[config.mk]
export PLATFORM = sky130hd
export DESIGN_NAME = gray_levels_adjust
export DESIGN_NICKNAME = d
export VERILOG_FILES = /design/src/design/gla_pkg.sv /design/src/design/gla_levels.sv /design/src/design/gla_classify.sv /design/src/design/gla_div_stage.sv /design/src/design/gray_levels_adjust.sv
export SDC_FILE = /design/constraint.sdc
export NUM_CORES = 2
export LEC_CHECK = 0
export BUFFER_PORTS_ARGS = -buffer_cell sky130_fd_sc_hd__buf_2
export CAP_MARGIN = 20
export CORE_MARGIN = 2
export CORE_UTILIZATION = 66
export CTS_BUF_LIST = sky130_fd_sc_hd__clkbuf_4 sky130_fd_sc_hd__clkbuf_8
export CTS_CLUSTER_DIAMETER = 30
export DETAILED_ROUTE_END_ITERATION = 16
export MAX_ROUTING_LAYER = met4
export PLACE_DENSITY = 0.82
export SYNTH_ARGS = -nofsm -noshare
export SYNTH_HDL_FRONTEND = slang
export SYNTH_HIERARCHICAL = 1
export SYNTH_SLANG_ARGS = --single-unit
[constraint.sdc]
create_clock -name clk -period 153.3 [get_ports clk]
set_input_delay 15.33 -clock clk [delete_from_list [all_inputs] [get_ports clk]]
set_output_delay 15.33 -clock clk [all_outputs]
set_load 0.01 [all_outputs]
[src/design/gla_pkg.sv]
// Shared constants and codes for the gray levels adjustment block.
`default_nettype none
package gla_pkg;

  localparam int PIXEL_BITS_DEF = 16;
  localparam int PIX_W          = 16;
  localparam int PCT_BITS       = 7;
  localparam int GMAX_BITS      = 16;
  localparam int CFG_IDX_BITS   = 2;
  localparam int CFG_DATA_BITS  = 16;

  localparam logic [CFG_IDX_BITS-1:0] CFG_WHITE = 2'd0;
  localparam logic [CFG_IDX_BITS-1:0] CFG_BLACK = 2'd1;
  localparam logic [CFG_IDX_BITS-1:0] CFG_GMAX  = 2'd2;

  localparam logic [PCT_BITS-1:0]  WHITE_RST = 7'd100;
  localparam logic [PCT_BITS-1:0]  BLACK_RST = 7'd0;
  localparam logic [GMAX_BITS-1:0] GMAX_RST  = 16'd255;

  localparam int KIND_BITS = 2;
  localparam logic [KIND_BITS-1:0] KIND_ZERO = 2'd0;
  localparam logic [KIND_BITS-1:0] KIND_DIV  = 2'd1;
  localparam logic [KIND_BITS-1:0] KIND_MAX  = 2'd2;

endpackage
`default_nettype wire

[src/design/gla_levels.sv]
// Two pipeline stages: effective max, percent products, and levels via a shift by two and the reciprocal of 25.
`default_nettype none
module gla_levels #(
  parameter int PIXEL_BITS = gla_pkg::PIXEL_BITS_DEF
) (
  input  wire logic                           clk,
  input  wire logic                           rst_n,
  input  wire logic                           up_valid,
  output logic                                up_ready,
  input  wire logic [PIXEL_BITS-1:0]          up_pixel,
  input  wire logic                           up_eoi,
  input  wire logic [gla_pkg::PCT_BITS-1:0]   white_pct,
  input  wire logic [gla_pkg::PCT_BITS-1:0]   black_pct,
  input  wire logic [gla_pkg::GMAX_BITS-1:0]  gray_max,
  output logic                                dn_valid,
  input  wire logic                           dn_ready,
  output logic [PIXEL_BITS-1:0]               dn_pixel,
  output logic                                dn_eoi,
  output logic [PIXEL_BITS-1:0]               dn_maxv,
  output logic [PIXEL_BITS:0]                 dn_white,
  output logic [PIXEL_BITS:0]                 dn_black
);
  import gla_pkg::*;

  localparam int PB    = PIXEL_BITS;
  localparam int PRODB = PB + PCT_BITS;
  localparam int YB    = PRODB - 2;
  localparam int K     = PB + 10;
  localparam int MB    = K - 4;
  localparam logic [MB-1:0] RECIP = MB'((2**K + 24) / 25);
  localparam logic [GMAX_BITS-1:0] PMASK = GMAX_BITS'((2**PB) - 1);

  logic             va_r, vb_r;
  logic             en_a, en_b;
  logic [PB-1:0]    pa_r, pb_r;
  logic             ea_r, eb_r;
  logic [PB-1:0]    ma_r, mb_r;
  logic [PRODB-1:0] prw_r, prb_r;
  logic [PB:0]      lw_r, lb_r;
  logic [PB-1:0]    maxv_nxt;
  logic [YB+MB-1:0] mw, mbk;

  assign en_b     = !vb_r || dn_ready;
  assign en_a     = !va_r || en_b;
  assign up_ready = en_a;

  always_comb begin
    if (gray_max > PMASK) begin
      maxv_nxt = '1;
    end else begin
      maxv_nxt = gray_max[PB-1:0];
    end
  end

  // floor(x/100) = floor((x>>2)/25), exact for x below 2^(PB+7)
  assign mw  = {{MB{1'b0}}, prw_r[PRODB-1:2]} * {{YB{1'b0}}, RECIP};
  assign mbk = {{MB{1'b0}}, prb_r[PRODB-1:2]} * {{YB{1'b0}}, RECIP};

  always_ff @(posedge clk) begin
    if (!rst_n) begin
      va_r <= 1'b0;
      vb_r <= 1'b0;
    end else begin
      if (en_a) va_r <= up_valid;
      if (en_b) vb_r <= va_r;
    end
  end

  always_ff @(posedge clk) begin
    if (en_a) begin
      pa_r  <= up_pixel;
      ea_r  <= up_eoi;
      ma_r  <= maxv_nxt;
      prw_r <= PRODB'(maxv_nxt) * PRODB'(white_pct);
      prb_r <= PRODB'(maxv_nxt) * PRODB'(black_pct);
    end
    if (en_b) begin
      pb_r <= pa_r;
      eb_r <= ea_r;
      mb_r <= ma_r;
      lw_r <= mw[K +: PB+1];
      lb_r <= mbk[K +: PB+1];
    end
  end

  assign dn_valid = vb_r;
  assign dn_pixel = pb_r;
  assign dn_eoi   = eb_r;
  assign dn_maxv  = mb_r;
  assign dn_white = lw_r;
  assign dn_black = lb_r;

endmodule
`default_nettype wire

[src/design/gla_classify.sv]
// Classifies a pixel against the levels and forms the division operands.
`default_nettype none
module gla_classify #(
  parameter int PIXEL_BITS = gla_pkg::PIXEL_BITS_DEF
) (
  input  wire logic                           clk,
  input  wire logic                           rst_n,
  input  wire logic                           up_valid,
  output logic                                up_ready,
  input  wire logic [PIXEL_BITS-1:0]          up_pixel,
  input  wire logic                           up_eoi,
  input  wire logic [PIXEL_BITS-1:0]          up_maxv,
  input  wire logic [PIXEL_BITS:0]            up_white,
  input  wire logic [PIXEL_BITS:0]            up_black,
  output logic                                dn_valid,
  input  wire logic                           dn_ready,
  output logic [2*PIXEL_BITS-1:0]             dn_num,
  output logic [PIXEL_BITS:0]                 dn_den,
  output logic [gla_pkg::KIND_BITS-1:0]       dn_kind,
  output logic [PIXEL_BITS-1:0]               dn_maxv,
  output logic                                dn_eoi
);
  import gla_pkg::*;

  localparam int PB = PIXEL_BITS;

  logic                 v_r, en;
  logic [2*PB-1:0]      num_r, num_nxt;
  logic [PB:0]          den_r, den_nxt;
  logic [KIND_BITS-1:0] kind_r, kind_nxt;
  logic [PB-1:0]        maxv_r;
  logic                 eoi_r;
  logic [PB:0]          pext, diff;

  assign en       = !v_r || dn_ready;
  assign up_ready = en;
  assign pext     = {1'b0, up_pixel};
  assign diff     = pext - up_black;

  always_comb begin
    kind_nxt = KIND_MAX;
    num_nxt  = '0;
    den_nxt  = (PB+1)'(1);
    if (pext <= up_black) begin
      kind_nxt = KIND_ZERO;
    end else if (pext < up_white) begin
      kind_nxt = KIND_DIV;
      num_nxt  = (2*PB)'(diff[PB-1:0]) * (2*PB)'(up_maxv);
      den_nxt  = up_white - up_black;
    end
  end

  always_ff @(posedge clk) begin
    if (!rst_n) begin
      v_r <= 1'b0;
    end else if (en) begin
      v_r <= up_valid;
    end
  end

  always_ff @(posedge clk) begin
    if (en) begin
      num_r  <= num_nxt;
      den_r  <= den_nxt;
      kind_r <= kind_nxt;
      maxv_r <= up_maxv;
      eoi_r  <= up_eoi;
    end
  end

  assign dn_valid = v_r;
  assign dn_num   = num_r;
  assign dn_den   = den_r;
  assign dn_kind  = kind_r;
  assign dn_maxv  = maxv_r;
  assign dn_eoi   = eoi_r;

  a_den_nonzero: assert property (@(posedge clk) disable iff (!rst_n)
    v_r |-> den_r != '0)
    else $error("zero divisor in pipeline");

endmodule
`default_nettype wire

[src/design/gla_div_stage.sv]
// One restoring division step: produces quotient bit STEP.
`default_nettype none
module gla_div_stage #(
  parameter int PIXEL_BITS = gla_pkg::PIXEL_BITS_DEF,
  parameter int STEP       = 0
) (
  input  wire logic                           clk,
  input  wire logic                           rst_n,
  input  wire logic                           up_valid,
  output logic                                up_ready,
  input  wire logic [2*PIXEL_BITS-1:0]        up_rem,
  input  wire logic [PIXEL_BITS:0]            up_den,
  input  wire logic [PIXEL_BITS-1:0]          up_quo,
  input  wire logic [gla_pkg::KIND_BITS-1:0]  up_kind,
  input  wire logic [PIXEL_BITS-1:0]          up_maxv,
  input  wire logic                           up_eoi,
  output logic                                dn_valid,
  input  wire logic                           dn_ready,
  output logic [2*PIXEL_BITS-1:0]             dn_rem,
  output logic [PIXEL_BITS:0]                 dn_den,
  output logic [PIXEL_BITS-1:0]               dn_quo,
  output logic [gla_pkg::KIND_BITS-1:0]       dn_kind,
  output logic [PIXEL_BITS-1:0]               dn_maxv,
  output logic                                dn_eoi
);
  import gla_pkg::*;

  localparam int PB = PIXEL_BITS;
  localparam int RW = 2 * PB;

  logic                 v_r, en;
  logic [RW-1:0]        rem_r, rem_nxt, dsh;
  logic [PB:0]          den_r;
  logic [PB-1:0]        quo_r, quo_nxt;
  logic [KIND_BITS-1:0] kind_r;
  logic [PB-1:0]        maxv_r;
  logic                 eoi_r;

  assign en       = !v_r || dn_ready;
  assign up_ready = en;
  assign dsh      = RW'(up_den) << STEP;

  always_comb begin
    rem_nxt = up_rem;
    quo_nxt = up_quo;
    if (up_rem >= dsh) begin
      rem_nxt       = up_rem - dsh;
      quo_nxt[STEP] = 1'b1;
    end
  end

  always_ff @(posedge clk) begin
    if (!rst_n) begin
      v_r <= 1'b0;
    end else if (en) begin
      v_r <= up_valid;
    end
  end

  always_ff @(posedge clk) begin
    if (en) begin
      rem_r  <= rem_nxt;
      den_r  <= up_den;
      quo_r  <= quo_nxt;
      kind_r <= up_kind;
      maxv_r <= up_maxv;
      eoi_r  <= up_eoi;
    end
  end

  assign dn_valid = v_r;
  assign dn_rem   = rem_r;
  assign dn_den   = den_r;
  assign dn_quo   = quo_r;
  assign dn_kind  = kind_r;
  assign dn_maxv  = maxv_r;
  assign dn_eoi   = eoi_r;

  a_rem_bound: assert property (@(posedge clk) disable iff (!rst_n)
    (v_r && kind_r == KIND_DIV) |-> rem_r < (RW'(den_r) << STEP))
    else $error("partial remainder out of range");

endmodule
`default_nettype wire

[src/design/gray_levels_adjust.sv]
// Gray levels adjustment: streams pixels through black/white point level mapping.
//
// Input channel in_valid/in_ready carries one pixel (in_pixel_in) and its
// end-of-image flag; output channel out_valid/out_ready returns the adjusted
// pixel and the same flag, one result per request, in order.
// Configuration (cfg_we, cfg_index, cfg_data) writes white percent (0),
// black percent (1) or gray max (2), one register per write; write only while no
// request is in flight.
// Pipeline: two level stages, one classify stage, one quotient bit per divider
// stage, one output register.
// Throughput is one request per cycle while the receiver takes results, set by the fully pipelined divider.
// Every stage holds its own valid bit; a stalled receiver freezes only the
// occupied stages behind the output register, so bubbles still fill and
// in_ready stays high while any stage is empty.
// Synchronous reset empties the pipeline and restores white 100, black 0,
// gray max 255.
`default_nettype none
module gray_levels_adjust #(
  parameter int PIXEL_BITS = gla_pkg::PIXEL_BITS_DEF
) (
  input  wire logic                              clk,
  input  wire logic                              rst_n,
  input  wire logic                              in_valid,
  output logic                                   in_ready,
  input  wire logic [gla_pkg::PIX_W-1:0]         in_pixel_in,
  input  wire logic                              in_end_of_image,
  output logic                                   out_valid,
  input  wire logic                              out_ready,
  output logic [gla_pkg::PIX_W-1:0]              out_pixel_out,
  output logic                                   out_end_of_image_out,
  input  wire logic                              cfg_we,
  input  wire logic [gla_pkg::CFG_IDX_BITS-1:0]  cfg_index,
  input  wire logic [gla_pkg::CFG_DATA_BITS-1:0] cfg_data
);
  import gla_pkg::*;

  localparam int PB = PIXEL_BITS;
  localparam int RW = 2 * PB;

  logic [PCT_BITS-1:0]  white_r, black_r;
  logic [GMAX_BITS-1:0] gmax_r;

  always_ff @(posedge clk) begin
    if (!rst_n) begin
      white_r <= WHITE_RST;
      black_r <= BLACK_RST;
      gmax_r  <= GMAX_RST;
    end else if (cfg_we) begin
      unique case (cfg_index)
        CFG_WHITE: white_r <= cfg_data[PCT_BITS-1:0];
        CFG_BLACK: black_r <= cfg_data[PCT_BITS-1:0];
        CFG_GMAX:  gmax_r  <= cfg_data[GMAX_BITS-1:0];
        default: ;
      endcase
    end
  end

  logic          lv_valid, lv_ready;
  logic [PB-1:0] lv_pixel, lv_maxv;
  logic          lv_eoi;
  logic [PB:0]   lv_white, lv_black;

  gla_levels #(.PIXEL_BITS(PB)) u_levels (
    .clk       (clk),
    .rst_n     (rst_n),
    .up_valid  (in_valid),
    .up_ready  (in_ready),
    .up_pixel  (in_pixel_in[PB-1:0]),
    .up_eoi    (in_end_of_image),
    .white_pct (white_r),
    .black_pct (black_r),
    .gray_max  (gmax_r),
    .dn_valid  (lv_valid),
    .dn_ready  (lv_ready),
    .dn_pixel  (lv_pixel),
    .dn_eoi    (lv_eoi),
    .dn_maxv   (lv_maxv),
    .dn_white  (lv_white),
    .dn_black  (lv_black)
  );

  logic                 dv_w   [PB+1];
  logic                 rdy_w  [PB+1];
  logic [RW-1:0]        rem_w  [PB+1];
  logic [PB:0]          den_w  [PB+1];
  logic [PB-1:0]        quo_w  [PB+1];
  logic [KIND_BITS-1:0] kind_w [PB+1];
  logic [PB-1:0]        maxv_w [PB+1];
  logic                 eoi_w  [PB+1];

  assign quo_w[0] = '0;

  gla_classify #(.PIXEL_BITS(PB)) u_classify (
    .clk      (clk),
    .rst_n    (rst_n),
    .up_valid (lv_valid),
    .up_ready (lv_ready),
    .up_pixel (lv_pixel),
    .up_eoi   (lv_eoi),
    .up_maxv  (lv_maxv),
    .up_white (lv_white),
    .up_black (lv_black),
    .dn_valid (dv_w[0]),
    .dn_ready (rdy_w[0]),
    .dn_num   (rem_w[0]),
    .dn_den   (den_w[0]),
    .dn_kind  (kind_w[0]),
    .dn_maxv  (maxv_w[0]),
    .dn_eoi   (eoi_w[0])
  );

  for (genvar s = 0; s < PB; s++) begin : g_div
    gla_div_stage #(.PIXEL_BITS(PB), .STEP(PB - 1 - s)) u_stage (
      .clk      (clk),
      .rst_n    (rst_n),
      .up_valid (dv_w[s]),
      .up_ready (rdy_w[s]),
      .up_rem   (rem_w[s]),
      .up_den   (den_w[s]),
      .up_quo   (quo_w[s]),
      .up_kind  (kind_w[s]),
      .up_maxv  (maxv_w[s]),
      .up_eoi   (eoi_w[s]),
      .dn_valid (dv_w[s+1]),
      .dn_ready (rdy_w[s+1]),
      .dn_rem   (rem_w[s+1]),
      .dn_den   (den_w[s+1]),
      .dn_quo   (quo_w[s+1]),
      .dn_kind  (kind_w[s+1]),
      .dn_maxv  (maxv_w[s+1]),
      .dn_eoi   (eoi_w[s+1])
    );
  end

  logic          out_valid_r, en_o;
  logic [PB-1:0] res_nxt, res_r;
  logic          eoi_r;

  assign en_o      = !out_valid_r || out_ready;
  assign rdy_w[PB] = en_o;

  always_comb begin
    case (kind_w[PB])
      KIND_ZERO: res_nxt = '0;
      KIND_DIV:  res_nxt = quo_w[PB];
      KIND_MAX:  res_nxt = maxv_w[PB];
      default:   res_nxt = '0;
    endcase
  end

  always_ff @(posedge clk) begin
    if (!rst_n) begin
      out_valid_r <= 1'b0;
    end else if (en_o) begin
      out_valid_r <= dv_w[PB];
    end
  end

  always_ff @(posedge clk) begin
    if (en_o) begin
      res_r <= res_nxt;
      eoi_r <= eoi_w[PB];
    end
  end

  assign out_valid            = out_valid_r;
  assign out_pixel_out        = PIX_W'(res_r);
  assign out_end_of_image_out = eoi_r;

  a_ready_when_drained: assert property (@(posedge clk) disable iff (!rst_n)
    !out_valid_r |-> in_ready)
    else $error("input stalled with empty output stage");

  a_res_le_max: assert property (@(posedge clk) disable iff (!rst_n)
    dv_w[PB] |-> res_nxt <= maxv_w[PB])
    else $error("result above gray max");

endmodule
`default_nettype wire

==> flow_metrics.env <==
export IMPL_path_class="in -> out"
export IMPL_synthCells=8473
export IMPL_status="completed"
export IMPL_gp_congestion=0.9693
export IMPL_grt_max_degree=87
export IMPL_tritoncts="built"
export IMPL_grt_pass1_wl_mm=359.4
export IMPL_multi_input_area_um2=49190
export IMPL_rr_worst_depth=28
export IMPL_rr_endpoint="u_classify/dn_num[31]"
export IMPL_post_drt_via_cell_ratio=5.908
export IMPL_h_tree_depth=5
export IMPL_drive_gt1_frac=0.09622
export IMPL_area_delta_synth_final_pct=8.806
export IMPL_hold_depth=0
export IMPL_die_width_um=395.6
export IMPL_mostFrequentLayoutCell="edfxtp_1"
export IMPL_numClockSinks=1572
export IMPL_io_pins=59
export IMPL_cts_buffers=312
export IMPL_tns_ps=0
export IMPL_synth_area_per_cell_um2=11.95
export IMPL_worstHoldStart="g_div[2].u_stage/dn_quo[15]"
export IMPL_seq_area_um2=46700
export IMPL_dp_hpwl_mm=171.9
export IMPL_critical_path_required_ps=137970
export IMPL_grt_pass1_vias=67121
export IMPL_wl_per_cell_um=20.63
export IMPL_cp_end_kind="output pin"
export IMPL_cap_violations=0
export IMPL_firstDrtPassIters=8
export IMPL_pre_cts_ws_ps=114440
export IMPL_fillers=10044
export IMPL_cp_data_arrival_time_ps=23370
export IMPL_port_buffers=58
export IMPL_min_path_type="reg -> reg"
export IMPL_postRouteAntennaNets=0
export IMPL_core_um2=152100
export IMPL_cpMostUsedCell="nand2b_4"
export IMPL_clockBufferDepth=4
export IMPL_path_max_fanout=86
export IMPL_slowest_delay_ps=790
export IMPL_initial_core_util=0.6656
export IMPL_num_rows=143
export IMPL_die_area_um2=156500
export IMPL_layout_common_cells="edfxtp_1, inv_1, ha_1"
export IMPL_fin_ws_ps=114600
export IMPL_vias=64740
export IMPL_wl_mm=226.0
export IMPL_cts_setup_buffers=0
export IMPL_dp_cells=10414
export IMPL_route_detailed_drc=0
export IMPL_rsz0062_at_grt="false"
export IMPL_hold_buffers=0
export IMPL_slowest_stage="buf_4"
export IMPL_worstSetupStartpointType="primary input"
export IMPL_fin_crit_ps=38700
export IMPL_setup_viol=0
export IMPL_fmax_mhz=25.84
export IMPL_reg2reg_from="u_levels/dn_pixel[0]"
export IMPL_worstMarginPinSlew_ps=1219
export IMPL_cts_reportedPaths_clkPinSlew_ps=60
export IMPL_nNetsFinal=10319
export IMPL_slew_headroom=0.1832
export IMPL_layout_cells_non_filler=10958
export IMPL_track_usage=0.3019
export IMPL_drv_slew=0
export IMPL_clk_insertion_delay_late_ps=1020
export IMPL_synthesis_area_um2=101200
export IMPL_antenna_found_initial=1
export IMPL_period_share=0.2525
export IMPL_hold_viol=0
export IMPL_ctsResizeCount=0
export IMPL_rrSetupSlack_ps=143330
export IMPL_drt_initial_drc_count=5048
export IMPL_die_h_um=395.6
export IMPL_yosys_warnings=6
export IMPL_holdPathEnd="g_div[3].u_stage/dn_quo[15]"
export IMPL_fin_worst_skew_ps=143.2
export IMPL_worstPathCellList="buf_2, nand2b_1, nand2b_1, buf_4, nand2b_4, nand2b_4, nand2b_4, nand2b_4, nand2b_4, nand2b_4, nand2b_4, nand2b_4, buf_4, nand2b_4, nand2b_4, nand2b_4, nand2b_4, nand2b_4, nand2b_4, nand2b_4, nand2b_2, nor2b_1, nand2_4, buf_2"
export IMPL_root_buffer="clkbuf_8"
export IMPL_overflow=0
[per-layer routing]
layer / track usage / share of wire
met5: - / 0
met1: 0.3726 / 0.40
met4: 0.1247 / 0.042
met3: 0.04796 / 0.061
met2: 0.4994 / 0.50
[state kept, by name, summed over array words and instances, names as in the netlist, 16 cells and up]
register / count
g_div.u_stage/dn_den: 255
g_div.u_stage/dn_eoi: 16
g_div.u_stage/dn_kind: 32
g_div.u_stage/dn_maxv: 256
g_div.u_stage/dn_quo: 256
g_div.u_stage/dn_rem: 480
g_div.u_stage/dn_valid: 16
gmax_r: 16
out_pixel_out: 16
u_classify/dn_den: 17
u_classify/dn_maxv: 16
u_classify/dn_num: 32
u_levels/dn_black: 17
u_levels/dn_maxv: 16
u_levels/dn_pixel: 16
u_levels/dn_white: 17
u_levels/ma_r: 16
u_levels/pa_r: 16
u_levels/prb_r: 21
u_levels/prw_r: 21
[cell type report]
class | count | area share
Antenna cell | 1 | 0.00002272
Clock buffer | 383 | 0.04468
Clock inverter | 156 | 0.01430
Inverter | 1203 | 0.04100
Multi-Input combinational cell | 5512 | 0.4467
Sequential cell | 1572 | 0.4241
Tap cell | 2030 | 0.02306
Timing Repair Buffer | 101 | 0.006214
[critical path, delay by kind of cell]
family        cells  cell delay [ps]
simple gates     20             6570
buf+inv           4             1400
[per-stage QoR]
stage | hold WS [ps] | utilization | instance area [um2]
floorplan | 400.3 | - | 101300
global placement | 400.3 | 0.6807 | 103500
detailed placement | 404.5 | 0.6808 | 103500
CTS | 365.3 | 0.7235 | 110000
global route | 394.3 | 0.7242 | 110100
finish | 378.7 | 0.7242 | 110100
[worst max path at each step]
stage	startpoint	to	slack [ps]	cells after the start
after floorplan	out_ready	in_ready	83710	20
after global placement	out_ready	in_ready	114860	24
after detailed placement	out_ready	in_ready	114440	24
after CTS	out_ready	in_ready	114420	24
after global routing	out_ready	in_ready	113830	24
final	out_ready	in_ready	114600	24
Power is left out: the tool's default activity adds up to more than one toggle a clock period on the data nets, which glitch-free logic cannot reach.
